## src/sv/urfd_pkg.sv

```systemverilog
// shared types and constants for the ultrasonic range to fan duty block
package urfd_pkg;

    localparam int MODE_W     = 2;
    localparam int DIST_W     = 9;
    localparam int DUTY_W     = 7;
    localparam int CFG_IDX_W  = 2;
    localparam int CFG_DATA_W = 9;
    localparam int DSOR_W     = 9;
    localparam int PROD_W     = 16;

    // item codes
    localparam logic [MODE_W-1:0] MODE_TICK   = 2'd0;
    localparam logic [MODE_W-1:0] MODE_START  = 2'd1;
    localparam logic [MODE_W-1:0] MODE_MANUAL = 2'd2;

    // register indexes
    localparam logic [CFG_IDX_W-1:0] CFG_SENSOR  = 2'd0;
    localparam logic [CFG_IDX_W-1:0] CFG_REVERSE = 2'd1;
    localparam logic [CFG_IDX_W-1:0] CFG_MAX     = 2'd2;
    localparam logic [CFG_IDX_W-1:0] CFG_NEAR    = 2'd3;

    localparam logic [DUTY_W-1:0] DUTY_FULL = 7'd100;
    localparam logic [DIST_W-1:0] RST_MAX   = 9'd22;
    localparam logic [DIST_W-1:0] RST_NEAR  = 9'd2;

    typedef enum logic [1:0] {
        PH_IDLE,
        PH_TRIG,
        PH_WAIT,
        PH_HIGH
    } t_phase;

    typedef enum logic [2:0] {
        CS_IDLE,
        CS_DIST,
        CS_DSEL,
        CS_DUTY,
        CS_EMIT
    } t_ctl;

endpackage

```

## src/sv/urfd_in_if.sv

```systemverilog
// input channel: one tick, start or manual duty item per transfer
interface urfd_in_if;
    import urfd_pkg::*;

    logic              valid;
    logic              ready;
    logic [MODE_W-1:0] mode;
    logic              echo_level;
    logic [DUTY_W-1:0] manual_pct;

    modport source (output valid, mode, echo_level, manual_pct, input ready);
    modport sink   (input valid, mode, echo_level, manual_pct, output ready);
endinterface

```

## src/sv/urfd_out_if.sv

```systemverilog
// output channel: one result per transfer
interface urfd_out_if;
    import urfd_pkg::*;

    logic              valid;
    logic              ready;
    logic              trigger_level;
    logic [DIST_W-1:0] distance_cm;
    logic [DUTY_W-1:0] duty_percent;
    logic              measure_done;
    logic              busy_res;

    modport source (output valid, trigger_level, distance_cm, duty_percent, measure_done,
                    busy_res, input ready);
    modport sink   (input valid, trigger_level, distance_cm, duty_percent, measure_done,
                    busy_res, output ready);
endinterface

```

## src/sv/urfd_sdiv.sv

```systemverilog
// bit-serial restoring divider, one quotient bit per cycle
module urfd_sdiv #(
    parameter int DIVD_W = 16,
    parameter int DSOR_W = 9
) (
    input  logic              i_clk,
    input  logic              i_rst_n,
    input  logic              i_start,
    input  logic [DIVD_W-1:0] i_dividend,
    input  logic [DSOR_W-1:0] i_divisor,
    output logic              o_done,
    output logic [DIVD_W-1:0] o_quotient
);
    localparam int CNT_W = $clog2(DIVD_W + 1);

    logic [DSOR_W-1:0] r_rem, n_rem;
    logic [DIVD_W-1:0] r_quo, n_quo;
    logic [DSOR_W-1:0] r_dsor, n_dsor;
    logic [CNT_W-1:0]  r_cnt, n_cnt;
    logic              r_done, n_done;

    logic [DSOR_W:0]   w_trial;
    logic [DSOR_W:0]   w_diff;
    logic              w_ge;

    always_comb begin
        w_trial = {r_rem, r_quo[DIVD_W-1]};
        w_ge    = w_trial >= {1'b0, r_dsor};
        w_diff  = w_trial - {1'b0, r_dsor};
        n_rem   = r_rem;
        n_quo   = r_quo;
        n_dsor  = r_dsor;
        n_cnt   = r_cnt;
        n_done  = 1'b0;
        if (i_start) begin
            n_rem  = '0;
            n_quo  = i_dividend;
            n_dsor = i_divisor;
            n_cnt  = CNT_W'(DIVD_W);
        end else if (r_cnt != '0) begin
            n_rem  = w_ge ? w_diff[DSOR_W-1:0] : w_trial[DSOR_W-1:0];
            n_quo  = {r_quo[DIVD_W-2:0], w_ge};
            n_cnt  = r_cnt - CNT_W'(1);
            n_done = (r_cnt == CNT_W'(1));
        end
    end

    always_ff @(posedge i_clk) begin
        if (!i_rst_n) begin
            r_cnt  <= '0;
            r_done <= 1'b0;
        end else begin
            r_cnt  <= n_cnt;
            r_done <= n_done;
        end
    end

    // datapath, no reset
    always_ff @(posedge i_clk) begin
        r_rem  <= n_rem;
        r_quo  <= n_quo;
        r_dsor <= n_dsor;
    end

    assign o_done     = r_done;
    assign o_quotient = r_quo;
endmodule

```

## src/sv/ultrasonic_range_to_fan_duty_top.sv

```systemverilog
// top level: ultrasonic range measurement driving a fan duty percentage
// Each input transfer is one microsecond tick, a start request, a manual duty write or an
// ignored spare code, and each produces exactly one output transfer showing trigger level,
// last distance, duty, measurement done and busy after that item. An item is accepted and
// then loaded into the output register; in between, the tick on which the echo falls runs the
// shared bit-serial divider for count / CM_DIVISOR and then, in sensor mode between near and
// max, again for distance*100 / max, one quotient bit per cycle over max(COUNT_BITS,16) bits.
// A result still waiting for the sink adds its stall.
// The output register lets a new item be accepted while a result still waits to be taken.
// Registers must be written through the plain write port only while the block is idle; the
// block itself does not enforce this.
module ultrasonic_range_to_fan_duty_top #(
    parameter int TRIGGER_TICKS = 20,
    parameter int CM_DIVISOR    = 58,
    parameter int RANGE_LIMIT   = 400,
    parameter int COUNT_BITS    = 16
) (
    input  logic                          i_clk,
    input  logic                          i_rst_n,
    input  logic                          i_cfg_we,
    input  logic [urfd_pkg::CFG_IDX_W-1:0]  i_cfg_idx,
    input  logic [urfd_pkg::CFG_DATA_W-1:0] i_cfg_data,
    urfd_in_if.sink                       i_in_ch,
    urfd_out_if.source                    o_out_ch
);
    import urfd_pkg::*;

    // divider width covers both the echo count and distance*100
    localparam int DIVD_W = (COUNT_BITS > PROD_W) ? COUNT_BITS : PROD_W;

    // configuration registers
    logic              r_sensor, r_rev;
    logic [DIST_W-1:0] r_max, r_near;

    // measurement state
    t_ctl                r_cs, n_cs;
    t_phase              r_phase, n_phase;
    logic [COUNT_BITS-1:0] r_count, n_count;
    logic [DIST_W-1:0]   r_dist, n_dist;
    logic [DUTY_W-1:0]   r_duty, n_duty;
    logic                r_pend, n_pend;
    logic                r_done, n_done;

    // output register
    logic                r_out_valid, n_out_valid;
    logic                w_load;
    logic                r_o_trig;
    logic [DIST_W-1:0]   r_o_dist;
    logic [DUTY_W-1:0]   r_o_duty;
    logic                r_o_done;
    logic                r_o_busy;

    // shared divider
    logic                w_div_start;
    logic [DIVD_W-1:0]   w_div_dividend;
    logic [DSOR_W-1:0]   w_div_divisor;
    logic                w_div_done;
    logic [DIVD_W-1:0]   w_div_quo;

    logic                w_in_fire;

    assign i_in_ch.ready = (r_cs == CS_IDLE);
    assign w_in_fire     = i_in_ch.valid && i_in_ch.ready;

    urfd_sdiv #(
        .DIVD_W (DIVD_W),
        .DSOR_W (DSOR_W)
    ) u_div (
        .i_clk      (i_clk),
        .i_rst_n    (i_rst_n),
        .i_start    (w_div_start),
        .i_dividend (w_div_dividend),
        .i_divisor  (w_div_divisor),
        .o_done     (w_div_done),
        .o_quotient (w_div_quo)
    );

    // configuration writes
    always_ff @(posedge i_clk) begin
        if (!i_rst_n) begin
            r_sensor <= 1'b1;
            r_rev    <= 1'b0;
            r_max    <= RST_MAX;
            r_near   <= RST_NEAR;
        end else if (i_cfg_we) begin
            unique case (i_cfg_idx)
                CFG_SENSOR:  r_sensor <= i_cfg_data[0];
                CFG_REVERSE: r_rev    <= i_cfg_data[0];
                CFG_MAX:     r_max    <= i_cfg_data[DIST_W-1:0];
                CFG_NEAR:    r_near   <= i_cfg_data[DIST_W-1:0];
            endcase
        end
    end

    // item handling and sequencing of the division steps
    always_comb begin
        n_cs           = r_cs;
        n_phase        = r_phase;
        n_count        = r_count;
        n_dist         = r_dist;
        n_duty         = r_duty;
        n_pend         = r_pend;
        n_done         = r_done;
        n_out_valid    = r_out_valid && !o_out_ch.ready;
        w_load         = 1'b0;
        w_div_start    = 1'b0;
        w_div_dividend = DIVD_W'(r_count);
        w_div_divisor  = DSOR_W'(CM_DIVISOR);

        unique case (r_cs)
            CS_IDLE: begin
                if (w_in_fire) begin
                    n_done = 1'b0;
                    n_cs   = CS_EMIT;
                    unique case (i_in_ch.mode)
                        MODE_START: begin
                            if (r_phase == PH_IDLE) begin
                                n_phase = PH_TRIG;
                                n_count = '0;
                            end
                        end
                        MODE_MANUAL: begin
                            // saturate to full scale, shown at once; reverse waits for echo fall
                            n_duty = (i_in_ch.manual_pct > DUTY_FULL) ? DUTY_FULL
                                                                       : i_in_ch.manual_pct;
                            n_pend = 1'b1;
                        end
                        MODE_TICK: begin
                            unique case (r_phase)
                                PH_IDLE: ;
                                PH_TRIG: begin
                                    if (r_count >= COUNT_BITS'(TRIGGER_TICKS - 1)) begin
                                        n_phase = PH_WAIT;
                                        n_count = '0;
                                    end else begin
                                        n_count = r_count + COUNT_BITS'(1);
                                    end
                                end
                                PH_WAIT: begin
                                    if (i_in_ch.echo_level) begin
                                        n_phase = PH_HIGH;
                                        n_count = COUNT_BITS'(1);
                                    end
                                end
                                PH_HIGH: begin
                                    if (i_in_ch.echo_level) begin
                                        // saturating echo width count
                                        if (r_count != '1) begin
                                            n_count = r_count + COUNT_BITS'(1);
                                        end
                                    end else begin
                                        // echo fell: divider takes the count this edge
                                        w_div_start = 1'b1;
                                        n_phase     = PH_IDLE;
                                        n_count     = '0;
                                        n_done      = 1'b1;
                                        n_cs        = CS_DIST;
                                    end
                                end
                            endcase
                        end
                        default: ;
                    endcase
                end
            end
            CS_DIST: begin
                if (w_div_done) begin
                    n_dist = (w_div_quo > DIVD_W'(RANGE_LIMIT)) ? DIST_W'(RANGE_LIMIT)
                                                                : w_div_quo[DIST_W-1:0];
                    n_cs   = CS_DSEL;
                end
            end
            CS_DSEL: begin
                n_cs = CS_EMIT;
                if (r_sensor) begin
                    if (r_dist <= r_near) begin
                        n_duty = r_rev ? '0 : DUTY_FULL;
                    end else if (r_dist >= r_max) begin
                        n_duty = r_rev ? DUTY_FULL : '0;
                    end else begin
                        // strictly between near and max: distance*100 / max
                        w_div_start    = 1'b1;
                        w_div_dividend = DIVD_W'(r_dist) * DIVD_W'(DUTY_FULL);
                        w_div_divisor  = r_max;
                        n_cs           = CS_DUTY;
                    end
                end else if (r_pend) begin
                    n_pend = 1'b0;
                    n_duty = r_rev ? (DUTY_FULL - r_duty) : r_duty;
                end
            end
            CS_DUTY: begin
                if (w_div_done) begin
                    // reversed duty of 100 - q is q itself
                    n_duty = r_rev ? w_div_quo[DUTY_W-1:0]
                                   : (DUTY_FULL - w_div_quo[DUTY_W-1:0]);
                    n_cs   = CS_EMIT;
                end
            end
            CS_EMIT: begin
                if (!r_out_valid || o_out_ch.ready) begin
                    w_load      = 1'b1;
                    n_out_valid = 1'b1;
                    n_cs        = CS_IDLE;
                end
            end
            default: n_cs = CS_IDLE;
        endcase
    end

    always_ff @(posedge i_clk) begin
        if (!i_rst_n) begin
            r_cs        <= CS_IDLE;
            r_phase     <= PH_IDLE;
            r_count     <= '0;
            r_dist      <= '0;
            r_duty      <= '0;
            r_pend      <= 1'b0;
            r_done      <= 1'b0;
            r_out_valid <= 1'b0;
        end else begin
            r_cs        <= n_cs;
            r_phase     <= n_phase;
            r_count     <= n_count;
            r_dist      <= n_dist;
            r_duty      <= n_duty;
            r_pend      <= n_pend;
            r_done      <= n_done;
            r_out_valid <= n_out_valid;
        end
    end

    // result snapshot of the state after the item
    always_ff @(posedge i_clk) begin
        if (w_load) begin
            r_o_trig <= (r_phase == PH_TRIG);
            r_o_dist <= r_dist;
            r_o_duty <= r_duty;
            r_o_done <= r_done;
            r_o_busy <= (r_phase != PH_IDLE);
        end
    end

    assign o_out_ch.valid         = r_out_valid;
    assign o_out_ch.trigger_level = r_o_trig;
    assign o_out_ch.distance_cm   = r_o_dist;
    assign o_out_ch.duty_percent  = r_o_duty;
    assign o_out_ch.measure_done  = r_o_done;
    assign o_out_ch.busy_res      = r_o_busy;
endmodule

```

## src/flat_wrapper.sv

```systemverilog
// flat-port wrapper written by rule: the top's interface ports become plain ports
module ultrasonic_range_to_fan_duty_top_flat import urfd_pkg::*;
#(
    parameter int TRIGGER_TICKS = 20,
    parameter int CM_DIVISOR    = 58,
    parameter int RANGE_LIMIT   = 400,
    parameter int COUNT_BITS    = 16
)
  (i_clk, i_rst_n, i_cfg_we, i_cfg_idx, i_cfg_data, i_in_ch_valid, i_in_ch_mode, i_in_ch_echo_level, i_in_ch_manual_pct, i_in_ch_ready, o_out_ch_valid, o_out_ch_trigger_level, o_out_ch_distance_cm, o_out_ch_duty_percent, o_out_ch_measure_done, o_out_ch_busy_res, o_out_ch_ready);
  urfd_in_if i_in_ch_i ();
  urfd_out_if o_out_ch_i ();
  input  logic i_clk;
  input  logic i_rst_n;
  input  logic i_cfg_we;
  input  logic [urfd_pkg::CFG_IDX_W-1:0] i_cfg_idx;
  input  logic [urfd_pkg::CFG_DATA_W-1:0] i_cfg_data;
  input wire logic [$bits(i_in_ch_i.valid)-1:0] i_in_ch_valid;
  input wire logic [$bits(i_in_ch_i.mode)-1:0] i_in_ch_mode;
  input wire logic [$bits(i_in_ch_i.echo_level)-1:0] i_in_ch_echo_level;
  input wire logic [$bits(i_in_ch_i.manual_pct)-1:0] i_in_ch_manual_pct;
  output wire logic [$bits(i_in_ch_i.ready)-1:0] i_in_ch_ready;
  output wire logic [$bits(o_out_ch_i.valid)-1:0] o_out_ch_valid;
  output wire logic [$bits(o_out_ch_i.trigger_level)-1:0] o_out_ch_trigger_level;
  output wire logic [$bits(o_out_ch_i.distance_cm)-1:0] o_out_ch_distance_cm;
  output wire logic [$bits(o_out_ch_i.duty_percent)-1:0] o_out_ch_duty_percent;
  output wire logic [$bits(o_out_ch_i.measure_done)-1:0] o_out_ch_measure_done;
  output wire logic [$bits(o_out_ch_i.busy_res)-1:0] o_out_ch_busy_res;
  input wire logic [$bits(o_out_ch_i.ready)-1:0] o_out_ch_ready;
  assign i_in_ch_i.valid = i_in_ch_valid;
  assign i_in_ch_i.mode = i_in_ch_mode;
  assign i_in_ch_i.echo_level = i_in_ch_echo_level;
  assign i_in_ch_i.manual_pct = i_in_ch_manual_pct;
  assign i_in_ch_ready = i_in_ch_i.ready;
  assign o_out_ch_valid = o_out_ch_i.valid;
  assign o_out_ch_trigger_level = o_out_ch_i.trigger_level;
  assign o_out_ch_distance_cm = o_out_ch_i.distance_cm;
  assign o_out_ch_duty_percent = o_out_ch_i.duty_percent;
  assign o_out_ch_measure_done = o_out_ch_i.measure_done;
  assign o_out_ch_busy_res = o_out_ch_i.busy_res;
  assign o_out_ch_i.ready = o_out_ch_ready;
  ultrasonic_range_to_fan_duty_top #(.TRIGGER_TICKS(TRIGGER_TICKS), .CM_DIVISOR(CM_DIVISOR), .RANGE_LIMIT(RANGE_LIMIT), .COUNT_BITS(COUNT_BITS)) u_core (.i_clk(i_clk), .i_rst_n(i_rst_n), .i_cfg_we(i_cfg_we), .i_cfg_idx(i_cfg_idx), .i_cfg_data(i_cfg_data), .i_in_ch(i_in_ch_i), .o_out_ch(o_out_ch_i));
endmodule
```

## config.mk

```make
export PLATFORM = sky130hd
export DESIGN_NAME = ultrasonic_range_to_fan_duty_top_flat
export DESIGN_NICKNAME = d
export VERILOG_FILES = /design/src/sv/urfd_pkg.sv /design/src/sv/urfd_in_if.sv /design/src/sv/urfd_out_if.sv /design/src/sv/urfd_sdiv.sv /design/src/sv/ultrasonic_range_to_fan_duty_top.sv /design/src/flat_wrapper.sv
export SDC_FILE = /design/constraint.sdc
export NUM_CORES = 1
export LEC_CHECK = 0
export ABC_CLOCK_PERIOD_IN_PS = 2790
export BUFFER_PORTS_ARGS = -buffer_cell sky130_fd_sc_hd__buf_2
export CORE_MARGIN = 5
export CORE_UTILIZATION = 55
export CTS_CLUSTER_DIAMETER = 60
export DETAILED_ROUTE_END_ITERATION = 16
export PLACE_DENSITY_LB_ADDON = 0.05
export SLEW_MARGIN = 20
export SYNTH_ARGS = -nofsm -noshare
export SYNTH_HDL_FRONTEND = slang
export SYNTH_SLANG_ARGS = --single-unit
```

## constraint.sdc

```tcl
create_clock -name i_clk -period 2.79 [get_ports i_clk]
set_input_delay 0.279 -clock i_clk [delete_from_list [all_inputs] [get_ports i_clk]]
set_output_delay 0.279 -clock i_clk [all_outputs]
set_load 0.02 [all_outputs]
```

==> metrics.txt, run 1 <==
RePlAce Congestion=between 0.9 and 1; post-synthesis compound-gate area fraction=16.9%; DRC=0; final hold violations=0; Final Slew Violations=0; Critical Path RT=between 2 and 3 ns; Post-Syn Area per Cell=about 9 sq um; FFs w/ async S/R, synth=0%; Post-Syn Nets=between 900 and 1000; Die Span Y=~120 microns; synth-to-layout area growth=20.9%; main flop type after synthesis=dfxtp_1; crit path time final=2.86 ns; flip-flop and latch count after synthesis=about 120; critical path's top delay family=adder cells; nets@finish=a little under 1000; Initial Util=between 50% and 60%; port bufs=46; Final HPWL DP=~14 mm; hold buffers post-CTS=0; Pwr Density=around 740 nW/um^2; Crit path largest cell delay=around 0.5 ns; clock skew=~0.0047 ns; worst-path fanout max=4; share of cells above drive strength 1=18.8%; Max Root-Sink Buffers=2; first-pass GRT wire length=just under 30 mm; Avg WL per Cell=17.0 microns; Design Area, Final=about 8700 sq um; post-synthesis mux area share=between 3 and 4%; leak pwr=between 3 and 4 nW; CTS Buf Count=17; drt via density=5.89; Worst slew margin=58.1%; Yosys cell types=between 60 and 70; final period utilization=103%; YS warnings=0; Post-synth EDFFs=44; crit path launch type=flip-flop; Seq/Total Area, Yosys=just under 40%; slowest CP cell=fa_1; Post-Synthesis Cells=between 800 and 900; initial antenna violation count=0; Diodes inserted=0; fmax=349 MHz; clock latency on the worst-skew pair=around 0.41 ns; status=finished with violations; WL final=~18 mm; # Max-Cap Violations=0; GRT overflow=0; GRT Overall Usage=24.8%; die width=between 100 and 150 microns; vias in the first global route=approximately 6200; FP Rows=41; CP Cell Sequence=ha_4 > ha_4 > inv_2 > fa_1 > inv_2 > ha_4 > buf_6 > o21a_1 > o21a_1 > o21a_1 > nor4_2 > a211oi_2; Placed Area=about 7900 sq um; RSZ-0062 raised after global routing=true; die area=between 15000 and 20000 sq um; Post-Synth Adder-Cell Area=12.6%; worst path bufs/invs=3; DRT antenna net count=0; failing checks=setup timing; worst slew pin tran=0.627 ns; I/O pin cnt=47; clock sink total=approximately 120; clock slew at reported path FFs=about 0.050 ns; First-pass DRT Iterations=5; main combinational cell family by area after synthesis=simple AND/OR/NAND/NOR gates; Placed Instances=around 1000; largest net degree at the start of global routing=23; WS Path Type=reg -> reg; Iter 0 DRT Violations=slightly below 600; H-tree depth=4; maximum vdd drop=approximately 0.00035 V; Vias=around 6300; Mapped Area=~7000 sq um; CP arrival=approximately 3.0 ns; PnR worst setup slack=-0.0734 ns; hold crit path type=in -> reg; Synth Area in XOR/XNOR=under 10%; CTS root buffer=clkbuf_16; Non-Filler Instances=roughly 1100; CP endpoint kind=flip-flop; Synth Area in Simple Gates=20.2%; CTS tree=built; area of the core=between 10000 and 15000 sq um; final setup fails=4
timing repair:
| item | 4_1_cts | 5_1_grt |
|---|---|---|
| buffers inserted | 0 | 1 |
| resized for setup | 18 | 16 |
| setup endpoints to repair | 4 | 61 |
| pin swaps | 9 | 5 |
state kept, by name, indices dropped and copies added, names as in the netlist, 2 cells and up:
| signal | cells |
|---|---|
| u_core.o_out_ch.distance_cm | 9 |
| u_core.u_div.r_dsor | 9 |
| u_core.r_duty | 7 |
| u_core.r_dist | 9 |
| u_core.r_phase | 2 |
| u_core.r_count | 16 |
| u_core.r_cs | 3 |
| u_core.u_div.r_cnt | 5 |
| u_core.u_div.o_quotient | 16 |
| u_core.u_div.r_rem | 9 |
| u_core.o_out_ch.duty_percent | 7 |
| u_core.r_max | 9 |
| u_core.r_near | 9 |
placed cells by master, fill, tap and decap left out, drive strengths merged, types with 11 or more instances in the layout:
| master | netlist | routed |
|---|---|---|
| nand2 | 91 | 91 |
| edfxtp | 44 | 44 |
| xnor2 | 16 | 16 |
| buf | 6 | 96 |
| clkbuf | 28 | 21 |
| dfxtp | 75 | 75 |
| mux2i | 20 | 20 |
| nor3 | 23 | 23 |
| a211oi | 13 | 13 |
| a21o | 16 | 16 |
| o21ai | 28 | 28 |
| ha | 64 | 64 |
| nor4 | 17 | 17 |
| nand3 | 26 | 26 |
| a31oi | 11 | 11 |
| inv | 60 | 60 |
| a21oi | 45 | 45 |
| nor2 | 86 | 86 |
final cells by class:
class,count,area (sq um)
Multi-Input combinational cell,597,4170
Fill cell,1070,4060
Sequential cell,119,2840
Timing Repair Buffer,96,647
Clock buffer,21,440
Inverter,60,225
Tap cell,172,215
Clock inverter,11,131
power by group:
part	total, mW	internal, mW	switching [mW]
registers	2.45	2.18	0.265
clock network	2.15	1.39	0.758
logic	1.80	0.795	1.01
cells by family after synthesis:
group | count (synthesis)
mux | 23
compound gates | 178
xor+xnor | 22
flops | 119
simple gates | 305
fa+ha+maj | 69
buf+inv | 94
path summary, 6_finish.rpt:
kind,start,to,slack [ns],cells after the start
min,i_cfg_data[1],u_core.r_near[1],0.12,3
max,u_core.r_dist[4],u_core.u_div.o_quotient[12],-0.07,12
max reg2reg,u_core.r_dist[4],u_core.u_div.o_quotient[12],-0.07,12
min reg2reg,u_core.r_done,u_core.o_out_ch.measure_done,0.45,0
cells in the mapped netlist (5+ instances only):
cell type,count,share of area (%)
xor2_1,6,0.73
nor3b_1,5,0.52
a21oi_1,45,3.1
or3_1,7,0.61
nand3_1,26,1.8
a31oi_1,11,0.96
a211oi_1,13,1.4
nor2b_1,10,0.87
o21ai_0,27,1.9
xnor2_1,16,2.0
nand2_1,91,4.8
nor3_1,23,1.6
dfxtp_1,75,21
inv_1,60,3.1
nand3b_1,8,0.84
a22oi_1,7,0.73
fa_1,5,1.4
clkbuf_1,28,1.5
a21o_1,16,1.7
nor4_1,16,1.4
edfxtp_1,44,18
and3_1,5,0.44
mux2i_1,20,2.8
nor2_1,86,4.5
nand2b_1,6,0.52
o21a_1,6,0.63
ha_1,64,11
or4_1,5,0.52
nand4_1,7,0.61
stage by stage:
stage | hold slack (ns) | power, mW | setup slack, ns | utilization [%] | TNS (ns)
after floorplan | 0.407 | 3.74 | -0.0509 | - | -0.0976
after global placement | 0.422 | 4.17 | -0.133 | 62.5 | -0.414
after detailed placement | 0.427 | 4.25 | -0.162 | 62.5 | -0.491
after CTS | 0.0999 | 6.41 | -0.0292 | 67.6 | -0.0573
after global routing | 0.108 | 6.76 | -0.121 | 68.1 | -0.457
final | 0.115 | 6.40 | -0.0734 | 68.1 | -0.215
worst min-delay path, delay by kind of cell:
family          cells  cell delay [ns]
buf+inv             1             0.09
simple gates        1             0.05
compound gates      1             0.07
routing by layer:
metal	track usage, %	routed length, microns	vias up	share of wire (%)
met3	4.36	950	30	5.2
met2	40.3	8780	170	48
li1	-	-	3102	-
met5	0	0	-	0
met4	10.1	377	0	2.1
met1	32.7	8180	3034	45
Note: power is estimated with default switching activity, not from simulation.
==> run 2: changes to the inputs <==
--- a/config.mk
+++ b/config.mk
@@ -11,6 +11,7 @@
 export CORE_UTILIZATION = 55
 export CTS_CLUSTER_DIAMETER = 60
 export DETAILED_ROUTE_END_ITERATION = 16
+export GPL_ROUTABILITY_DRIVEN = 0
 export PLACE_DENSITY_LB_ADDON = 0.05
 export SLEW_MARGIN = 20
 export SYNTH_ARGS = -nofsm -noshare
==> constraint.sdc (replaced) <==
create_clock -name i_clk -period 2.79 [get_ports i_clk]
set_input_delay 0.837 -clock i_clk [delete_from_list [all_inputs] [get_ports i_clk]]
set_output_delay 0.837 -clock i_clk [all_outputs]
set_load 0.02 [all_outputs]
==> run 2 against run 1 <==
  * The run still ends with setup timing left
  * Flip-flop and latch count did not move
  * Critical path depth unchanged
  * Worst hold slack better by 0.31 ns
  * Routed wire length is 2.5% higher
  * Via count rose by 1.7%
  * Clock-buffer cell count up 6
  * Global-route usage is essentially flat
  * Power up 1.7%
  * Clock skew rose by 0.0058 ns
  * Critical endpoint is now u_core.u_div.o_quotient[14]
  * Clock power increased by 5%
  * Combinational power about the same
==> metrics.txt, run 2 (synthesis gave the netlist of run 1 again) <==
status=finished with violations; failing checks=setup timing; hold crit path type=reg -> reg; RSZ-0062 raised after global routing=true; Critical Path RT=just under 3 ns; Placed Area=~8000 sq um; Initial Util=a little under three fifths; Pwr Density=approximately 740 nW/um^2; Final HPWL DP=between 10 and 15 mm; DRT antenna net count=0; Iter 0 DRT Violations=around 450; crit path launch type=flip-flop; clock sink total=roughly 120; WS Path Type=reg -> reg; Layout Utilization=a little over two thirds; worst r2r src=u_core.r_dist[4]; GRT overflow=0; worst r2r path cells=12; Hold Crit Endpoint=u_core.o_out_ch.measure_done; clock slew at reported path FFs=approximately 0.06 ns; GRT Overall Usage=24.8%; hold buffers post-CTS=0; first-pass GRT wire length=roughly 30 mm; worst-path fanout max=4; First-pass DRT Iterations=6; CTS root buffer=clkbuf_16; final hold violations=0; Placed Instances=1050; share of cells above drive strength 1=20.4%; vias in the first global route=6169; area of the core=12700 sq um; die width=about 120 microns; CP endpoint kind=flip-flop; crit path time final=roughly 2.8 ns; Diodes inserted=0; Design Area, Final=8840 sq um; clock latency on the worst-skew pair=~0.42 ns; fmax=between 300 and 400 MHz; largest net degree at the start of global routing=30; drt via density=a little under 6; commonest non-fill, non-tap cell in the layout=nand2_1; Die Span Y=around 120 microns; maximum vdd drop=0.000403 V; WL final=between 15 and 20 mm; Final Slew Violations=0; clock skew=around 0.010 ns; DRC=0; # Max-Cap Violations=0; worst slew pin tran=1.10 ns; hold_sp=u_core.r_done; Avg WL per Cell=17.2 microns; final setup fails=3; H-tree depth=4; fill count=between 1000 and 1500; Max Root-Sink Buffers=2; final period utilization=101%; CTS tree=built; leak pwr=between 3 and 4 nW; most frequent cells in the layout=nand2_1 (91), nor2_1 (85), dfxtp_1 (69); nets@finish=between 900 and 1000; CP arrival=2.99 ns; Non-Filler Instances=1087; Worst slew margin=around a quarter; PnR worst setup slack=-0.0221 ns; I/O pin cnt=47; die area=~15000 sq um; Vias=6442; port bufs=46; CTS Buf Count=17; register-to-register setup slack=-0.02 ns; FP Rows=41; R2R Path End=u_core.u_div.o_quotient[14]; Hold Crit Depth=0; register area=roughly 2800 sq um; synth-to-layout area growth=23.4%; area of the multi-input gates=between 4000 and 5000 sq um; initial antenna violation count=0
## run 2: cell count changes in the layout (fill, tap and decap cells not counted), moves of 2 or more
| cell | delta |
|---|---|
| buf_4 | +11 |
| ha_4 | +2 |
| or4_1 | -2 |
| or4_4 | +2 |
| bufinv_16 | -2 |
| o21ai_1 | -2 |
| clkinv_2 | -3 |
| clkbuf_16 | +3 |
| ha_1 | -3 |
| clkbuf_8 | +4 |
## run 2: power by group
part	internal [mW]	leakage, nW	total (mW)	switching (mW)
registers	2.18	1.05	2.45	0.269
clock network	1.48	0.309	2.25	0.771
logic	0.798	2.40	1.81	1.01
total	4.46	3.77	6.51	2.05
## run 2: critical path, cell delays in order (launching register included)
cell,delay (ns)
dfxtp_4,0.37
ha_4,0.25
ha_4,0.26
inv_2,0.03
fa_1,0.48
inv_2,0.05
ha_4,0.22
buf_6,0.11
o21a_1,0.10
o21a_1,0.20
o221a_4,0.23
xnor2_2,0.18
o21ai_1,0.08
## run 2: worst max path at each step
stage	startpoint	to	depth (start not counted)
finish	u_core.r_dist[4]	u_core.u_div.o_quotient[14]	12
global route	u_core.r_dist[4]	u_core.u_div.o_quotient[14]	12
CTS	u_core.r_dist[3]	u_core.u_div.o_quotient[13]	10
detailed placement	u_core.r_dist[4]	u_core.u_div.o_quotient[15]	12
global placement	u_core.r_dist[4]	u_core.u_div.o_quotient[15]	12
floorplan	u_core.r_dist[4]	u_core.u_div.o_quotient[15]	12
## run 2: cell type report
type	instances	share of cell area, %
clock buffer	27	6.41
clock inverter	5	0.580
inverter	60	2.55
multi-input combinational	598	47.9
sequential	119	32.1
tap	172	2.43
timing repair buffer	106	8.02
## run 2: per-layer routing
metal  GRT usage [%]  share of wire (%)
met5               0                  0
met2            40.0                 48
met4            8.83                2.0
met3            6.22                5.7
met1            32.4                 44
## run 2: stage by stage
| stage | hold slack (ns) | power [mW] | worst slack, ns | TNS (ns) |
|---|---|---|---|---|
| after floorplan | 0.409 | 3.74 | -0.0509 | -0.0976 |
| after global placement | 0.434 | 4.18 | -0.131 | -0.532 |
| after detailed placement | 0.423 | 4.25 | -0.167 | -0.941 |
| after CTS | 0.430 | 6.52 | -0.0345 | -0.0749 |
| after global routing | 0.448 | 6.85 | -0.109 | -0.320 |
| final | 0.429 | 6.51 | -0.0221 | -0.0399 |
## run 2: timing repair
item	in CTS	in global routing
endpoints found under the setup margin	4	57
gates resized for setup	15	27
gates cloned	0	1
pin swaps	10	8
buffers inserted	1	3
